$ cat src/rtl/aps_pkg.sv
// Shared types, codes and helpers for the animation progress sequencer.
package aps_pkg;

    localparam int FRACTION_BITS = 16;
    localparam int DIV_CNT_W     = $clog2(FRACTION_BITS + 1);
    localparam int PROG_W        = 17;

    localparam logic [FRACTION_BITS:0] ONE_VALUE = {1'b1, {FRACTION_BITS{1'b0}}};

    // Command opcodes.
    localparam logic [2:0] OP_TICK     = 3'd0;
    localparam logic [2:0] OP_START    = 3'd1;
    localparam logic [2:0] OP_COMPLETE = 3'd2;
    localparam logic [2:0] OP_STOP     = 3'd3;
    localparam logic [2:0] OP_PAUSE    = 3'd4;
    localparam logic [2:0] OP_RESUME   = 3'd5;

    // Result event kinds.
    localparam logic [2:0] EV_UPDATE   = 3'd0;
    localparam logic [2:0] EV_STARTED  = 3'd1;
    localparam logic [2:0] EV_REPEATED = 3'd2;
    localparam logic [2:0] EV_ENDED    = 3'd3;
    localparam logic [2:0] EV_STATUS   = 3'd4;

    // Configuration register indexes.
    localparam logic [2:0] CFG_DURATION    = 3'd0;
    localparam logic [2:0] CFG_START_DELAY = 3'd1;
    localparam logic [2:0] CFG_EXTRA       = 3'd2;
    localparam logic [2:0] CFG_REVERSE     = 3'd3;
    localparam logic [2:0] CFG_FILL        = 3'd4;

    localparam logic [1:0] FILL_ZERO = 2'd1;
    localparam logic [1:0] FILL_ONE  = 2'd2;

    typedef struct packed {
        logic [2:0]  opcode;
        logic [31:0] now_ms;
    } cmd_item_t;

    typedef struct packed {
        logic [2:0]        event_kind;
        logic [PROG_W-1:0] progress;
        logic              running;
        logic              paused;
        logic              last;
    } res_item_t;

    typedef enum logic [3:0] {
        ST_IDLE,
        ST_EVAL,
        ST_ROUTE,
        ST_DIV,
        ST_STARTED,
        ST_UPDATE,
        ST_FILL,
        ST_FINAL,
        ST_STATUS
    } aps_state_t;

    typedef enum logic [2:0] {
        EM_NONE,
        EM_STARTED,
        EM_UPDATE,
        EM_FILL,
        EM_FINAL,
        EM_STATUS
    } emit_sel_t;

    typedef enum logic [1:0] {
        FIN_NONE,
        FIN_REPEATED,
        FIN_ENDED
    } final_t;

    typedef struct packed {
        logic      load;
        logic      eval;
        logic      div_step;
        emit_sel_t emit_sel;
        logic      last;
    } aps_cmd_t;

    typedef struct packed {
        logic   need_update;
        logic   need_div;
        logic   need_started;
        logic   need_fill;
        final_t final_kind;
        logic   div_done;
        logic   out_free;
    } aps_stat_t;

    // Fits a fraction into the progress field, masking off any bits above it.
    function automatic logic [PROG_W-1:0] to_progress(input logic [FRACTION_BITS:0] v);
        logic [FRACTION_BITS+PROG_W:0] ext;
        ext = {{PROG_W{1'b0}}, v};
        return ext[PROG_W-1:0];
    endfunction

endpackage

$ cat src/rtl/aps_ctrl.sv
// Controller: sequences evaluation, division and result emission for one item.
module aps_ctrl
    import aps_pkg::*;
(
    input  logic      clk,
    input  logic      rst_n,
    input  logic      cmd_valid,
    output logic      cmd_ready,
    input  aps_stat_t st,
    output aps_cmd_t  ctl
);

    aps_state_t state_reg;
    aps_state_t state_next;

    always_ff @(posedge clk or negedge rst_n)
    begin
        if (!rst_n)
        begin
            state_reg <= ST_IDLE;
        end
        else
        begin
            state_reg <= state_next;
        end
    end

    always_comb
    begin
        state_next = state_reg;
        unique case (state_reg)
            ST_IDLE:
            begin
                if (cmd_valid)
                begin
                    state_next = ST_EVAL;
                end
            end
            ST_EVAL:
            begin
                state_next = ST_ROUTE;
            end
            // The emission plan is registered at the end of the evaluation cycle,
            // so the route is chosen in the cycle after it.
            ST_ROUTE:
            begin
                priority if (!st.need_update)
                begin
                    state_next = ST_STATUS;
                end
                else if (st.need_div)
                begin
                    state_next = ST_DIV;
                end
                else if (st.need_started)
                begin
                    state_next = ST_STARTED;
                end
                else
                begin
                    state_next = ST_UPDATE;
                end
            end
            ST_DIV:
            begin
                if (st.div_done)
                begin
                    state_next = st.need_started ? ST_STARTED : ST_UPDATE;
                end
            end
            ST_STARTED:
            begin
                if (st.out_free)
                begin
                    state_next = ST_UPDATE;
                end
            end
            ST_UPDATE:
            begin
                if (st.out_free)
                begin
                    priority if (st.need_fill)
                    begin
                        state_next = ST_FILL;
                    end
                    else if (st.final_kind != FIN_NONE)
                    begin
                        state_next = ST_FINAL;
                    end
                    else
                    begin
                        state_next = ST_IDLE;
                    end
                end
            end
            ST_FILL:
            begin
                if (st.out_free)
                begin
                    state_next = ST_FINAL;
                end
            end
            ST_FINAL, ST_STATUS:
            begin
                if (st.out_free)
                begin
                    state_next = ST_IDLE;
                end
            end
            default:
            begin
                state_next = ST_IDLE;
            end
        endcase
    end

    always_comb
    begin
        cmd_ready    = 1'b0;
        ctl.load     = 1'b0;
        ctl.eval     = 1'b0;
        ctl.div_step = 1'b0;
        ctl.emit_sel = EM_NONE;
        ctl.last     = 1'b0;
        unique case (state_reg)
            ST_IDLE:
            begin
                cmd_ready = 1'b1;
                ctl.load  = cmd_valid;
            end
            ST_EVAL:
            begin
                ctl.eval = 1'b1;
            end
            ST_ROUTE:
            begin
                cmd_ready = 1'b0;
            end
            ST_DIV:
            begin
                ctl.div_step = !st.div_done;
            end
            ST_STARTED:
            begin
                if (st.out_free)
                begin
                    ctl.emit_sel = EM_STARTED;
                end
            end
            ST_UPDATE:
            begin
                if (st.out_free)
                begin
                    ctl.emit_sel = EM_UPDATE;
                    ctl.last     = !st.need_fill && (st.final_kind == FIN_NONE);
                end
            end
            ST_FILL:
            begin
                if (st.out_free)
                begin
                    ctl.emit_sel = EM_FILL;
                end
            end
            ST_FINAL:
            begin
                if (st.out_free)
                begin
                    ctl.emit_sel = EM_FINAL;
                    ctl.last     = 1'b1;
                end
            end
            ST_STATUS:
            begin
                if (st.out_free)
                begin
                    ctl.emit_sel = EM_STATUS;
                    ctl.last     = 1'b1;
                end
            end
            default:
            begin
                cmd_ready = 1'b0;
            end
        endcase
    end

endmodule

$ cat src/rtl/aps_dpath.sv
// Datapath: configuration, sequencer state, serial divider and result register.
module aps_dpath
    import aps_pkg::*;
(
    input  logic        clk,
    input  logic        rst_n,
    input  cmd_item_t   cmd,
    input  aps_cmd_t    ctl,
    output aps_stat_t   st,
    output logic        res_valid,
    input  logic        res_ready,
    output res_item_t   res,
    input  logic        cfg_we,
    input  logic [2:0]  cfg_index,
    input  logic [15:0] cfg_data
);

    // Configuration.
    logic [15:0] duration_reg;
    logic [15:0] delay_reg;
    logic [7:0]  extra_reg;
    logic        rev_mode_reg;
    logic [1:0]  fill_reg;

    // Latched command.
    logic [2:0]  op_reg;
    logic [31:0] now_reg;

    // Sequencer state.
    logic        running_reg,    running_next;
    logic        started_reg,    started_next;
    logic        rev_reg,        rev_next;
    logic        paused_reg,     paused_next;
    logic        delay_done_reg, delay_done_next;
    logic [7:0]  cycles_reg,     cycles_next;
    logic [31:0] cst_reg,        cst_next;
    logic        sv_reg,         sv_next;
    logic [31:0] pe_reg,         pe_next;

    // Emission plan for the current item.
    logic        plan_update_reg,   plan_update_next;
    logic        plan_started_reg,  plan_started_next;
    logic        plan_div_reg,      plan_div_next;
    logic        plan_rev_reg,      plan_rev_next;
    logic        plan_fill_reg,     plan_fill_next;
    logic        plan_fill_one_reg, plan_fill_one_next;
    final_t      plan_final_reg,    plan_final_next;

    // Divider.
    logic [15:0]              rem_reg, rem_next;
    logic [FRACTION_BITS-1:0] quo_reg, quo_next;
    logic [DIV_CNT_W-1:0]     cnt_reg, cnt_next;

    // Result register.
    logic      res_valid_reg, res_valid_next;
    res_item_t res_reg,       res_next;

    logic [31:0]        delay_base;
    logic [31:0]        delay_elapsed;
    logic [31:0]        base;
    logic [31:0]        elapsed;
    logic               cycle_end;
    logic [16:0]        rem_sh;
    logic [FRACTION_BITS:0] upd_frac;
    logic [FRACTION_BITS:0] upd_val;

    always_ff @(posedge clk or negedge rst_n)
    begin
        if (!rst_n)
        begin
            duration_reg <= '0;
            delay_reg    <= '0;
            extra_reg    <= '0;
            rev_mode_reg <= 1'b0;
            fill_reg     <= '0;
        end
        else if (cfg_we)
        begin
            unique case (cfg_index)
                CFG_DURATION:    duration_reg <= cfg_data;
                CFG_START_DELAY: delay_reg    <= cfg_data;
                CFG_EXTRA:       extra_reg    <= cfg_data[7:0];
                CFG_REVERSE:     rev_mode_reg <= cfg_data[0];
                CFG_FILL:        fill_reg     <= cfg_data[1:0];
                default:         fill_reg     <= fill_reg;
            endcase
        end
    end

    always_ff @(posedge clk)
    begin
        if (ctl.load)
        begin
            op_reg  <= cmd.opcode;
            now_reg <= cmd.now_ms;
        end
        rem_reg <= rem_next;
        quo_reg <= quo_next;
        res_reg <= res_next;
    end

    always_ff @(posedge clk or negedge rst_n)
    begin
        if (!rst_n)
        begin
            running_reg       <= 1'b0;
            started_reg       <= 1'b0;
            rev_reg           <= 1'b0;
            paused_reg        <= 1'b0;
            delay_done_reg    <= 1'b1;
            cycles_reg        <= '0;
            cst_reg           <= '1;
            sv_reg            <= 1'b0;
            pe_reg            <= '0;
            plan_update_reg   <= 1'b0;
            plan_started_reg  <= 1'b0;
            plan_div_reg      <= 1'b0;
            plan_rev_reg      <= 1'b0;
            plan_fill_reg     <= 1'b0;
            plan_fill_one_reg <= 1'b0;
            plan_final_reg    <= FIN_NONE;
            cnt_reg           <= '0;
            res_valid_reg     <= 1'b0;
        end
        else
        begin
            running_reg       <= running_next;
            started_reg       <= started_next;
            rev_reg           <= rev_next;
            paused_reg        <= paused_next;
            delay_done_reg    <= delay_done_next;
            cycles_reg        <= cycles_next;
            cst_reg           <= cst_next;
            sv_reg            <= sv_next;
            pe_reg            <= pe_next;
            plan_update_reg   <= plan_update_next;
            plan_started_reg  <= plan_started_next;
            plan_div_reg      <= plan_div_next;
            plan_rev_reg      <= plan_rev_next;
            plan_fill_reg     <= plan_fill_next;
            plan_fill_one_reg <= plan_fill_one_next;
            plan_final_reg    <= plan_final_next;
            cnt_reg           <= cnt_next;
            res_valid_reg     <= res_valid_next;
        end
    end

    // Elapsed times: the delay is measured from the first tick after start,
    // the cycle from its own start time, or from this tick if that is unset.
    assign delay_base    = sv_reg ? cst_reg : now_reg;
    assign delay_elapsed = now_reg - delay_base;
    assign base          = (sv_reg && delay_done_reg) ? cst_reg : now_reg;
    assign elapsed       = now_reg - base;
    assign cycle_end     = (duration_reg == '0) || (elapsed >= {16'b0, duration_reg});

    always_comb
    begin
        running_next       = running_reg;
        started_next       = started_reg;
        rev_next           = rev_reg;
        paused_next        = paused_reg;
        delay_done_next    = delay_done_reg;
        cycles_next        = cycles_reg;
        cst_next           = cst_reg;
        sv_next            = sv_reg;
        pe_next            = pe_reg;
        plan_update_next   = plan_update_reg;
        plan_started_next  = plan_started_reg;
        plan_div_next      = plan_div_reg;
        plan_rev_next      = plan_rev_reg;
        plan_fill_next     = plan_fill_reg;
        plan_fill_one_next = plan_fill_one_reg;
        plan_final_next    = plan_final_reg;

        if (ctl.eval)
        begin
            plan_update_next   = 1'b0;
            plan_started_next  = 1'b0;
            plan_div_next      = 1'b0;
            plan_rev_next      = rev_reg;
            plan_fill_next     = 1'b0;
            plan_fill_one_next = 1'b0;
            plan_final_next    = FIN_NONE;
            unique case (op_reg)
                OP_TICK:
                begin
                    if (running_reg && !paused_reg)
                    begin
                        if (!delay_done_reg && (delay_elapsed < {16'b0, delay_reg}))
                        begin
                            cst_next = delay_base;
                            sv_next  = 1'b1;
                        end
                        else
                        begin
                            delay_done_next   = 1'b1;
                            started_next      = 1'b1;
                            plan_started_next = !started_reg;
                            cst_next          = base;
                            sv_next           = 1'b1;
                            plan_update_next  = 1'b1;
                            plan_div_next     = !cycle_end;
                            if (cycle_end)
                            begin
                                if (extra_reg == cycles_reg)
                                begin
                                    running_next       = 1'b0;
                                    plan_fill_next     = (fill_reg == FILL_ZERO) ||
                                                         (fill_reg == FILL_ONE);
                                    plan_fill_one_next = (fill_reg == FILL_ONE);
                                    plan_final_next    = FIN_ENDED;
                                end
                                else
                                begin
                                    if (extra_reg != '0)
                                    begin
                                        cycles_next = cycles_reg + 8'd1;
                                    end
                                    if (rev_mode_reg)
                                    begin
                                        rev_next = !rev_reg;
                                    end
                                    sv_next         = 1'b0;
                                    plan_final_next = FIN_REPEATED;
                                end
                            end
                        end
                    end
                end
                OP_START:
                begin
                    cst_next        = '1;
                    sv_next         = 1'b0;
                    running_next    = 1'b1;
                    started_next    = 1'b0;
                    rev_next        = 1'b0;
                    cycles_next     = '0;
                    delay_done_next = (delay_reg == '0);
                end
                OP_COMPLETE:
                begin
                    if (running_reg)
                    begin
                        started_next       = 1'b1;
                        plan_started_next  = !started_reg;
                        plan_update_next   = 1'b1;
                        running_next       = 1'b0;
                        plan_fill_next     = (fill_reg == FILL_ZERO) || (fill_reg == FILL_ONE);
                        plan_fill_one_next = (fill_reg == FILL_ONE);
                        plan_final_next    = FIN_ENDED;
                    end
                end
                OP_STOP:
                begin
                    running_next = 1'b0;
                end
                OP_PAUSE:
                begin
                    if (running_reg && !paused_reg)
                    begin
                        pe_next     = sv_reg ? (now_reg - cst_reg) : '0;
                        paused_next = 1'b1;
                    end
                end
                OP_RESUME:
                begin
                    if (paused_reg)
                    begin
                        cst_next    = now_reg - pe_reg;
                        sv_next     = 1'b1;
                        paused_next = 1'b0;
                    end
                end
                default:
                begin
                    plan_update_next = 1'b0;
                end
            endcase
        end
    end

    // Restoring division of (elapsed << FRACTION_BITS) by the duration; the
    // divider only runs when elapsed is below the duration, so the partial
    // remainder always fits in 16 bits.
    assign rem_sh = {rem_reg, 1'b0};

    always_comb
    begin
        rem_next = rem_reg;
        quo_next = quo_reg;
        cnt_next = cnt_reg;
        if (ctl.eval)
        begin
            rem_next = elapsed[15:0];
            quo_next = '0;
            cnt_next = DIV_CNT_W'(FRACTION_BITS);
        end
        else if (ctl.div_step)
        begin
            cnt_next = cnt_reg - DIV_CNT_W'(1);
            if (rem_sh >= {1'b0, duration_reg})
            begin
                rem_next = 16'(rem_sh - {1'b0, duration_reg});
                quo_next = {quo_reg[FRACTION_BITS-2:0], 1'b1};
            end
            else
            begin
                rem_next = rem_sh[15:0];
                quo_next = {quo_reg[FRACTION_BITS-2:0], 1'b0};
            end
        end
    end

    assign upd_frac = plan_div_reg ? {1'b0, quo_reg} : ONE_VALUE;
    assign upd_val  = plan_rev_reg ? (ONE_VALUE - upd_frac) : upd_frac;

    always_comb
    begin
        res_valid_next = res_valid_reg;
        res_next       = res_reg;
        if (res_ready)
        begin
            res_valid_next = 1'b0;
        end
        if (ctl.emit_sel != EM_NONE)
        begin
            res_valid_next      = 1'b1;
            res_next.event_kind = EV_STATUS;
            res_next.progress   = '0;
            res_next.running    = running_reg;
            res_next.paused     = paused_reg;
            res_next.last       = ctl.last;
            unique case (ctl.emit_sel)
                EM_STARTED:
                begin
                    res_next.event_kind = EV_STARTED;
                    res_next.running    = 1'b1;
                end
                EM_UPDATE:
                begin
                    res_next.event_kind = EV_UPDATE;
                    res_next.progress   = to_progress(upd_val);
                    res_next.running    = 1'b1;
                end
                EM_FILL:
                begin
                    res_next.event_kind = EV_UPDATE;
                    res_next.progress   = plan_fill_one_reg ? to_progress(ONE_VALUE) : '0;
                end
                EM_FINAL:
                begin
                    res_next.event_kind = (plan_final_reg == FIN_REPEATED) ?
                                          EV_REPEATED : EV_ENDED;
                end
                default:
                begin
                    res_next.event_kind = EV_STATUS;
                end
            endcase
        end
    end

    assign st.need_update  = plan_update_reg;
    assign st.need_div     = plan_div_reg;
    assign st.need_started = plan_started_reg;
    assign st.need_fill    = plan_fill_reg;
    assign st.final_kind   = plan_final_reg;
    assign st.div_done     = (cnt_reg == '0);
    assign st.out_free     = !res_valid_reg || res_ready;

    assign res_valid = res_valid_reg;
    assign res       = res_reg;

endmodule

$ cat src/rtl/animation_progress_sequencer.sv
// Top level of the animation progress sequencer.
// An item is taken, evaluated and routed before its first result is registered; on a tick inside a
// cycle the bit-serial divider runs in between. Further results follow one per cycle while the
// output is not stalled. A new item is taken only after the last result of the previous one,
// and an item causes up to four results. Reset is asynchronous, active low; ready at once.
module animation_progress_sequencer
    import aps_pkg::*;
(
    input  logic        clk,
    input  logic        rst_n,
    input  logic        cmd_valid,
    output logic        cmd_ready,
    input  cmd_item_t   cmd,
    output logic        res_valid,
    input  logic        res_ready,
    output res_item_t   res,
    input  logic        cfg_we,
    input  logic [2:0]  cfg_index,
    input  logic [15:0] cfg_data
);

    aps_cmd_t  ctl;
    aps_stat_t st;

    aps_ctrl u_ctrl (
        .clk       (clk),
        .rst_n     (rst_n),
        .cmd_valid (cmd_valid),
        .cmd_ready (cmd_ready),
        .st        (st),
        .ctl       (ctl)
    );

    aps_dpath u_dpath (
        .clk       (clk),
        .rst_n     (rst_n),
        .cmd       (cmd),
        .ctl       (ctl),
        .st        (st),
        .res_valid (res_valid),
        .res_ready (res_ready),
        .res       (res),
        .cfg_we    (cfg_we),
        .cfg_index (cfg_index),
        .cfg_data  (cfg_data)
    );

endmodule

$ cat config.mk
export PLATFORM = sky130hd
export DESIGN_NAME = animation_progress_sequencer
export DESIGN_NICKNAME = d
export VERILOG_FILES = /design/src/rtl/aps_pkg.sv /design/src/rtl/aps_ctrl.sv /design/src/rtl/aps_dpath.sv /design/src/rtl/animation_progress_sequencer.sv
export SDC_FILE = /design/constraint.sdc
export NUM_CORES = 1
export LEC_CHECK = 0
export ABC_AREA = 1
export BUFFER_PORTS_ARGS = -buffer_cell sky130_fd_sc_hd__buf_2
export CAP_MARGIN = 15
export CORE_MARGIN = 3
export CORE_UTILIZATION = 50
export CTS_BUF_LIST = sky130_fd_sc_hd__clkbuf_2 sky130_fd_sc_hd__clkbuf_4 sky130_fd_sc_hd__clkbuf_8
export CTS_CLUSTER_DIAMETER = 150
export DETAILED_ROUTE_END_ITERATION = 10
export PLACE_DENSITY = 0.66
export SKIP_CTS_REPAIR_TIMING = 1
export SKIP_LAST_GASP = 1
export SLEW_MARGIN = 5
export SYNTH_ARGS = -nofsm -noshare
export SYNTH_HDL_FRONTEND = slang
export SYNTH_SLANG_ARGS = --single-unit
export TNS_END_PERCENT = 100
$ cat constraint.sdc
create_clock -name clk -period 5.69 [get_ports clk]
set_input_delay 1.138 -clock clk [delete_from_list [all_inputs] [get_ports clk]]
set_output_delay 1.138 -clock clk [all_outputs]
set_load 0.005 [all_outputs]
After elaboration in Yosys (flattened, before gate mapping). Cells that the tools add are included.

Bits in registers: 229. Word-level logic and storage cells: 238.

Add/sub/neg operators: 8. $lt $le $gt $ge: 3. Equal/unequal tests: 41. Mux-type cells: 103. Reductions and logical operators: 50.

Operators with widths (number): $mux 32 (6); $sub 32x32->32 (4); $pmux 32 s3 (1); $mux 17 (3); $mux 16 (3); $mux 1 (47); $mux 4 (11); $mux 8 (5); $pmux 17 s2 (1); $ge 32x16->1 (1); $logic_not 16->1 (2); $lt 32x16->1 (1); $pmux 4 s8 (1); $eq 3x2->1 const B (6); $ne 2x1->1 const B (9); $ge 17x16->1 (1); $sub 17x17->17 const A (1); $eq 4x3->1 const B (4); $pmux 8 s2 (1); $sub 16x16->16 (1); $pmux 3 s5 (1); $ne 2x2->1 const B (7); $pmux 1 s2 (7); $reduce_and 7->1 (2); 32 further kinds (79).

Longest topological paths before layout.
Depth after elaboration: 9. Mapped depth: 36. Mapped depth without buffers: 32.

Hierarchy. A second synthesis with hierarchy kept.

Cell total of the unflattened synthesis: 3087. Area total of the unflattened synthesis: 20427.1 um^2.

By module, submodules not included: aps_dpath (times used 1, cells an instance 3000, area an instance 19972.9 um^2, sequential area each 5962.0 um^2); aps_ctrl (times used 1, cells an instance 87, area an instance 454.2 um^2, sequential area each 100.1 um^2).

Worst setup path after synthesis. Ideal clock, no wire load.

Kind: register -> register. From: register u_dpath.sv_reg. To: register u_dpath.plan_update_reg. Library setup time: 0.134 ns. Data arrival time: 4.055 ns. Data required time: 5.556 ns. Path slack: 1.501 ns. Stages on the path, launching flop included: 29. Path through: dfrtp_1 > buf_6 > clkbuf_1 > clkbuf_1 > nand2_1 > o21ai_0 > ha_1 > inv_1 > fa_1 > nand3_1 > nand2_2 > nand2_1 > nand2_1 > nand3_1 > nand2_1 > xor2_1 > ha_1 > a211o_1 > a21oi_1 > nand3_1 > nor3_1 > nand3_1 > nor2_4 > nand2_4 > buf_6 > nand2_1 > a21oi_1 > inv_1 > o21ai_0.

Longest elaborated chain between the ends: 7.

RTL lines: from (decl) (line aps_dpath.sv:37) `logic sv_reg, sv_next;`; from (signal assigned) (line aps_dpath.sv:134) `sv_reg <= sv_next;`; $mux 32 (line aps_dpath.sv:150) `assign delay_base = sv_reg ? cst_reg : now_reg;`; $sub 32x32->32 (line aps_dpath.sv:151) `assign delay_elapsed = now_reg - delay_base;`; $lt 32x16->1 (line aps_dpath.sv:189) `if (!delay_done_reg && (delay_elapsed < {16'b0, delay_reg}))`; $logic_and 1x1->1 (line aps_dpath.sv:189); $mux 1 (line aps_dpath.sv:189); $mux 1 (line aps_dpath.sv:187) `if (running_reg && !paused_reg)`; $pmux 1 s2 (line aps_dpath.sv:184) `unique case (op_reg)`; to (signal assigned) (line aps_dpath.sv:136) `plan_update_reg <= plan_update_next;`; to (decl) (line aps_dpath.sv:41) `logic plan_update_reg, plan_update_next;`.

No other way between the ends. A chain may end at the register's enable or synchronous reset.

Final worst setup path. Same ends and word-level chain as after synthesis.

==> results.md <==
- Site Rows: 72
- Primary FF master, synth: dfrtp_1
- CP Max Fanout: 59
- Worst Clk Skew: 0.0397 ns
- Worst vdd ir: 0.285 mV
- Via count of the first global-routing pass: 19500
- Startpoint Class: flip-flop
- Initial antenna violation count: 0
- Yosys reg bits: 229
- GPL Wtd Cong: 1.07
- RSZ-0062 raised after global routing: false
- Root buf cell: clkbuf_8
- Crit path capture type: flip-flop
- Final TNS setup: 0 ns
- Final worst path period share: 89.9%
- WP data arrival: 5.59 ns
- CTS sink cnt: 229
- FFs w/ async S/R, synth: 60.7%
- Worst-Skew Late Latency: 0.63 ns
- Seq/Total Area, Yosys: 30.0%
- Crit Path Category: reg2reg
- P_leak: 10.8 nW
- Status: finished, final reports clean
- Synth Net Count: 3197
- Syn. warnings: 0
- Max-cap violations: 0
- Slew margin rel.: 27.2%
- # DRC: 0
- Synth top area share: 14.0%
- Min Clock Period, post-route: 5.11 ns
- Fmax: 196 MHz
- Synth area leaders: nand2_1, dfrtp_1, edfxtp_1
- IO Count: 84
- DRT iter0 DRCs: 1765
- Number of antenna diodes: 0
- Vias: 20300
- Mapped cell area: 20200 um2
- Mean post-synth cell area: 6.81 um2
- WP data required: 6.17 ns
- Htree depth: 2
- Fin util: 56.3%
- EDFF count, synth: 74
- Reg clk slew, reported paths: 0.06 ns
- IO buf count: 83
- Flop-to-flop setup slack: 0.58 ns
- WL/cell: 19.2 um
- P&R area growth vs syn: 9.51%
- Power Dens Cells: 571 nW/um2
- Post-Syn Instances: 2964
- Drt pass-1 iters: 6
- Path depth of the worst reg2reg path: 22
- Endpoints failing setup: 0
- Worst R2R End: u_dpath.plan_update_reg
- Ratio of cells with drive above 1 in the final layout: 9.58%
- Bufs on Longest Clock Path: 3
- Core Area: 39300 um2
- DRT Wirelength: 69100 um
- CTS tree: done
- Worst setup path start: u_dpath.sv_reg
- Reg2reg start: u_dpath.sv_reg
- Hold Slack: 0.462 ns
- Unique cell type count in the Yosys netlist: 63
- Layout Nets: 3289
- Worst Hold Class: in2async
- Clock buffer count from CTS: 43
- Cell taking the most area after synthesis: nand2_1
- Worst setup endpoint: u_dpath.plan_update_reg
- Total GRT Usage: 31.9%
- DP Wirelength: 55700 um
- Initial Util: 51.4%
- Largest net degree at the start of global routing: 60
- Fin. max-slew vios: 0
- Die Span X: 207 um
- DRT antenna net count: 0
- Grt total ovfl: 0
- First-pass GRT wire length: 107000 um
- Slew @ Worst Pin: 1.09 ns
- Vias per cell: 5.63
- Die area: 42800 um2
- Chip height: 207 um
- Hold Vio Cnt, Final: 0
[synth_stat cells, types with 6 or more instances]
| cell | number |
|---|---|
| dfxtp_1 | 16 |
| a21o_1 | 10 |
| nand2_2 | 12 |
| nor3_1 | 34 |
| o21ai_0 | 289 |
| dfstp_2 | 33 |
| o21bai_1 | 11 |
| nand3_1 | 143 |
| nand4_1 | 50 |
| xnor2_1 | 23 |
| nand3b_1 | 8 |
| o22ai_1 | 40 |
| a21oi_1 | 227 |
| inv_1 | 448 |
| edfxtp_1 | 74 |
| a31oi_1 | 12 |
| dfrtp_1 | 106 |
| nor2_2 | 11 |
| or2_2 | 29 |
| o211ai_1 | 8 |
| xor2_1 | 59 |
| nand3_2 | 7 |
| nor2_1 | 210 |
| nand2_1 | 754 |
| nor4_1 | 17 |
| ha_1 | 170 |
| a21boi_0 | 7 |
| o221ai_1 | 8 |
| o21a_1 | 8 |
| buf_6 | 6 |
| clkbuf_1 | 44 |
| o21ai_1 | 26 |
[layout by cell type, fill, tap and decap left out, types with 74 or more instances in the layout]
master and n:
nand2_1 754, inv_1 448, o21ai_0 288, a21oi_1 227, nor2_1 209, ha_1 170, nand3_1 143, dfrtp_1 105
buf_2 82, edfxtp_1 74
[final cells by class]
class                   count  area [um2]
fillers                  3869       17200
multi-input cells        2221       12100
flip-flops and latches    229        6060
inverters                 455        1710
clock buffers              67         835
well taps                 518         648
repair buffers            106         614
clock inverters            12        98.8
[worst max-delay path: stages, from the launching register on]
cell,delay (ns)
dfrtp_2,0.50
buf_4,0.26
o21ai_0,0.55
ha_1,0.40
nand2_1,0.14
inv_1,0.06
nand2_1,0.07
nand2_1,0.07
a21oi_1,0.21
nand2_2,0.11
xor2_1,0.17
ha_1,0.30
a211o_1,0.33
a21oi_1,0.12
nand3_1,0.08
nor3_1,0.30
nand3_1,0.19
nor2_4,0.18
nand2_4,0.35
nand2_1,0.18
a21oi_1,0.14
inv_1,0.14
o21ai_0,0.09
[power by group]
part	switching, mW	internal, mW
Combinational	5.38	2.74
Sequential	0.409	2.34
Clock	0.773	0.985
[kinds of logic (layout without fill, tap and decap cells)]
kind of cell	Yosys count	after routing	share of synthesized area [%]
flops	229	229	30.0
buf+inv	514	640	9.88
compound gates	669	669	18.0
simple gates	1296	1296	27.6
fa+ha+maj	174	174	10.9
xor+xnor	82	82	3.56
[per-layer routing]
metal  wire length, um  up-vias  track usage, %
met1             28900     9375            39.7
li1                  -    10000               -
met5                 0        -               0
met2             32500      716            54.7
met3              4070      188            4.16
met4              3610        0            15.9
[worst min path at each step]
stage / endpoint / cells after the start / from / slack [ns]
2_1_floorplan: u_dpath.quo_reg[15] / 2 / u_dpath.quo_reg[15] / 0.43
3_3_place_gp: u_dpath.quo_reg[15] / 2 / u_dpath.quo_reg[15] / 0.44
3_5_place_dp: u_dpath.plan_started_reg / 1 / u_dpath.started_reg / 0.46
4_1_cts: u_dpath.pe_reg[23] / 1 / rst_n / 0.44
5_1_grt: u_dpath.res_valid / 1 / rst_n / 0.48
6_report: u_dpath.res_valid / 1 / rst_n / 0.46
[stage by stage]
step                      power, mW  area (um2)  setup WS, ns  instances
after floorplan                8.42       20200          1.50       2964
after global placement         10.6       21100         0.691       3528
after detailed placement       10.7       21100         0.647       3528
after CTS                      12.5       22100         0.620       3607
after global routing           13.8       22100         0.193       3608
final                          12.6       22100         0.575       3608
No activity file was read; power rests on OpenSTA's default activity.
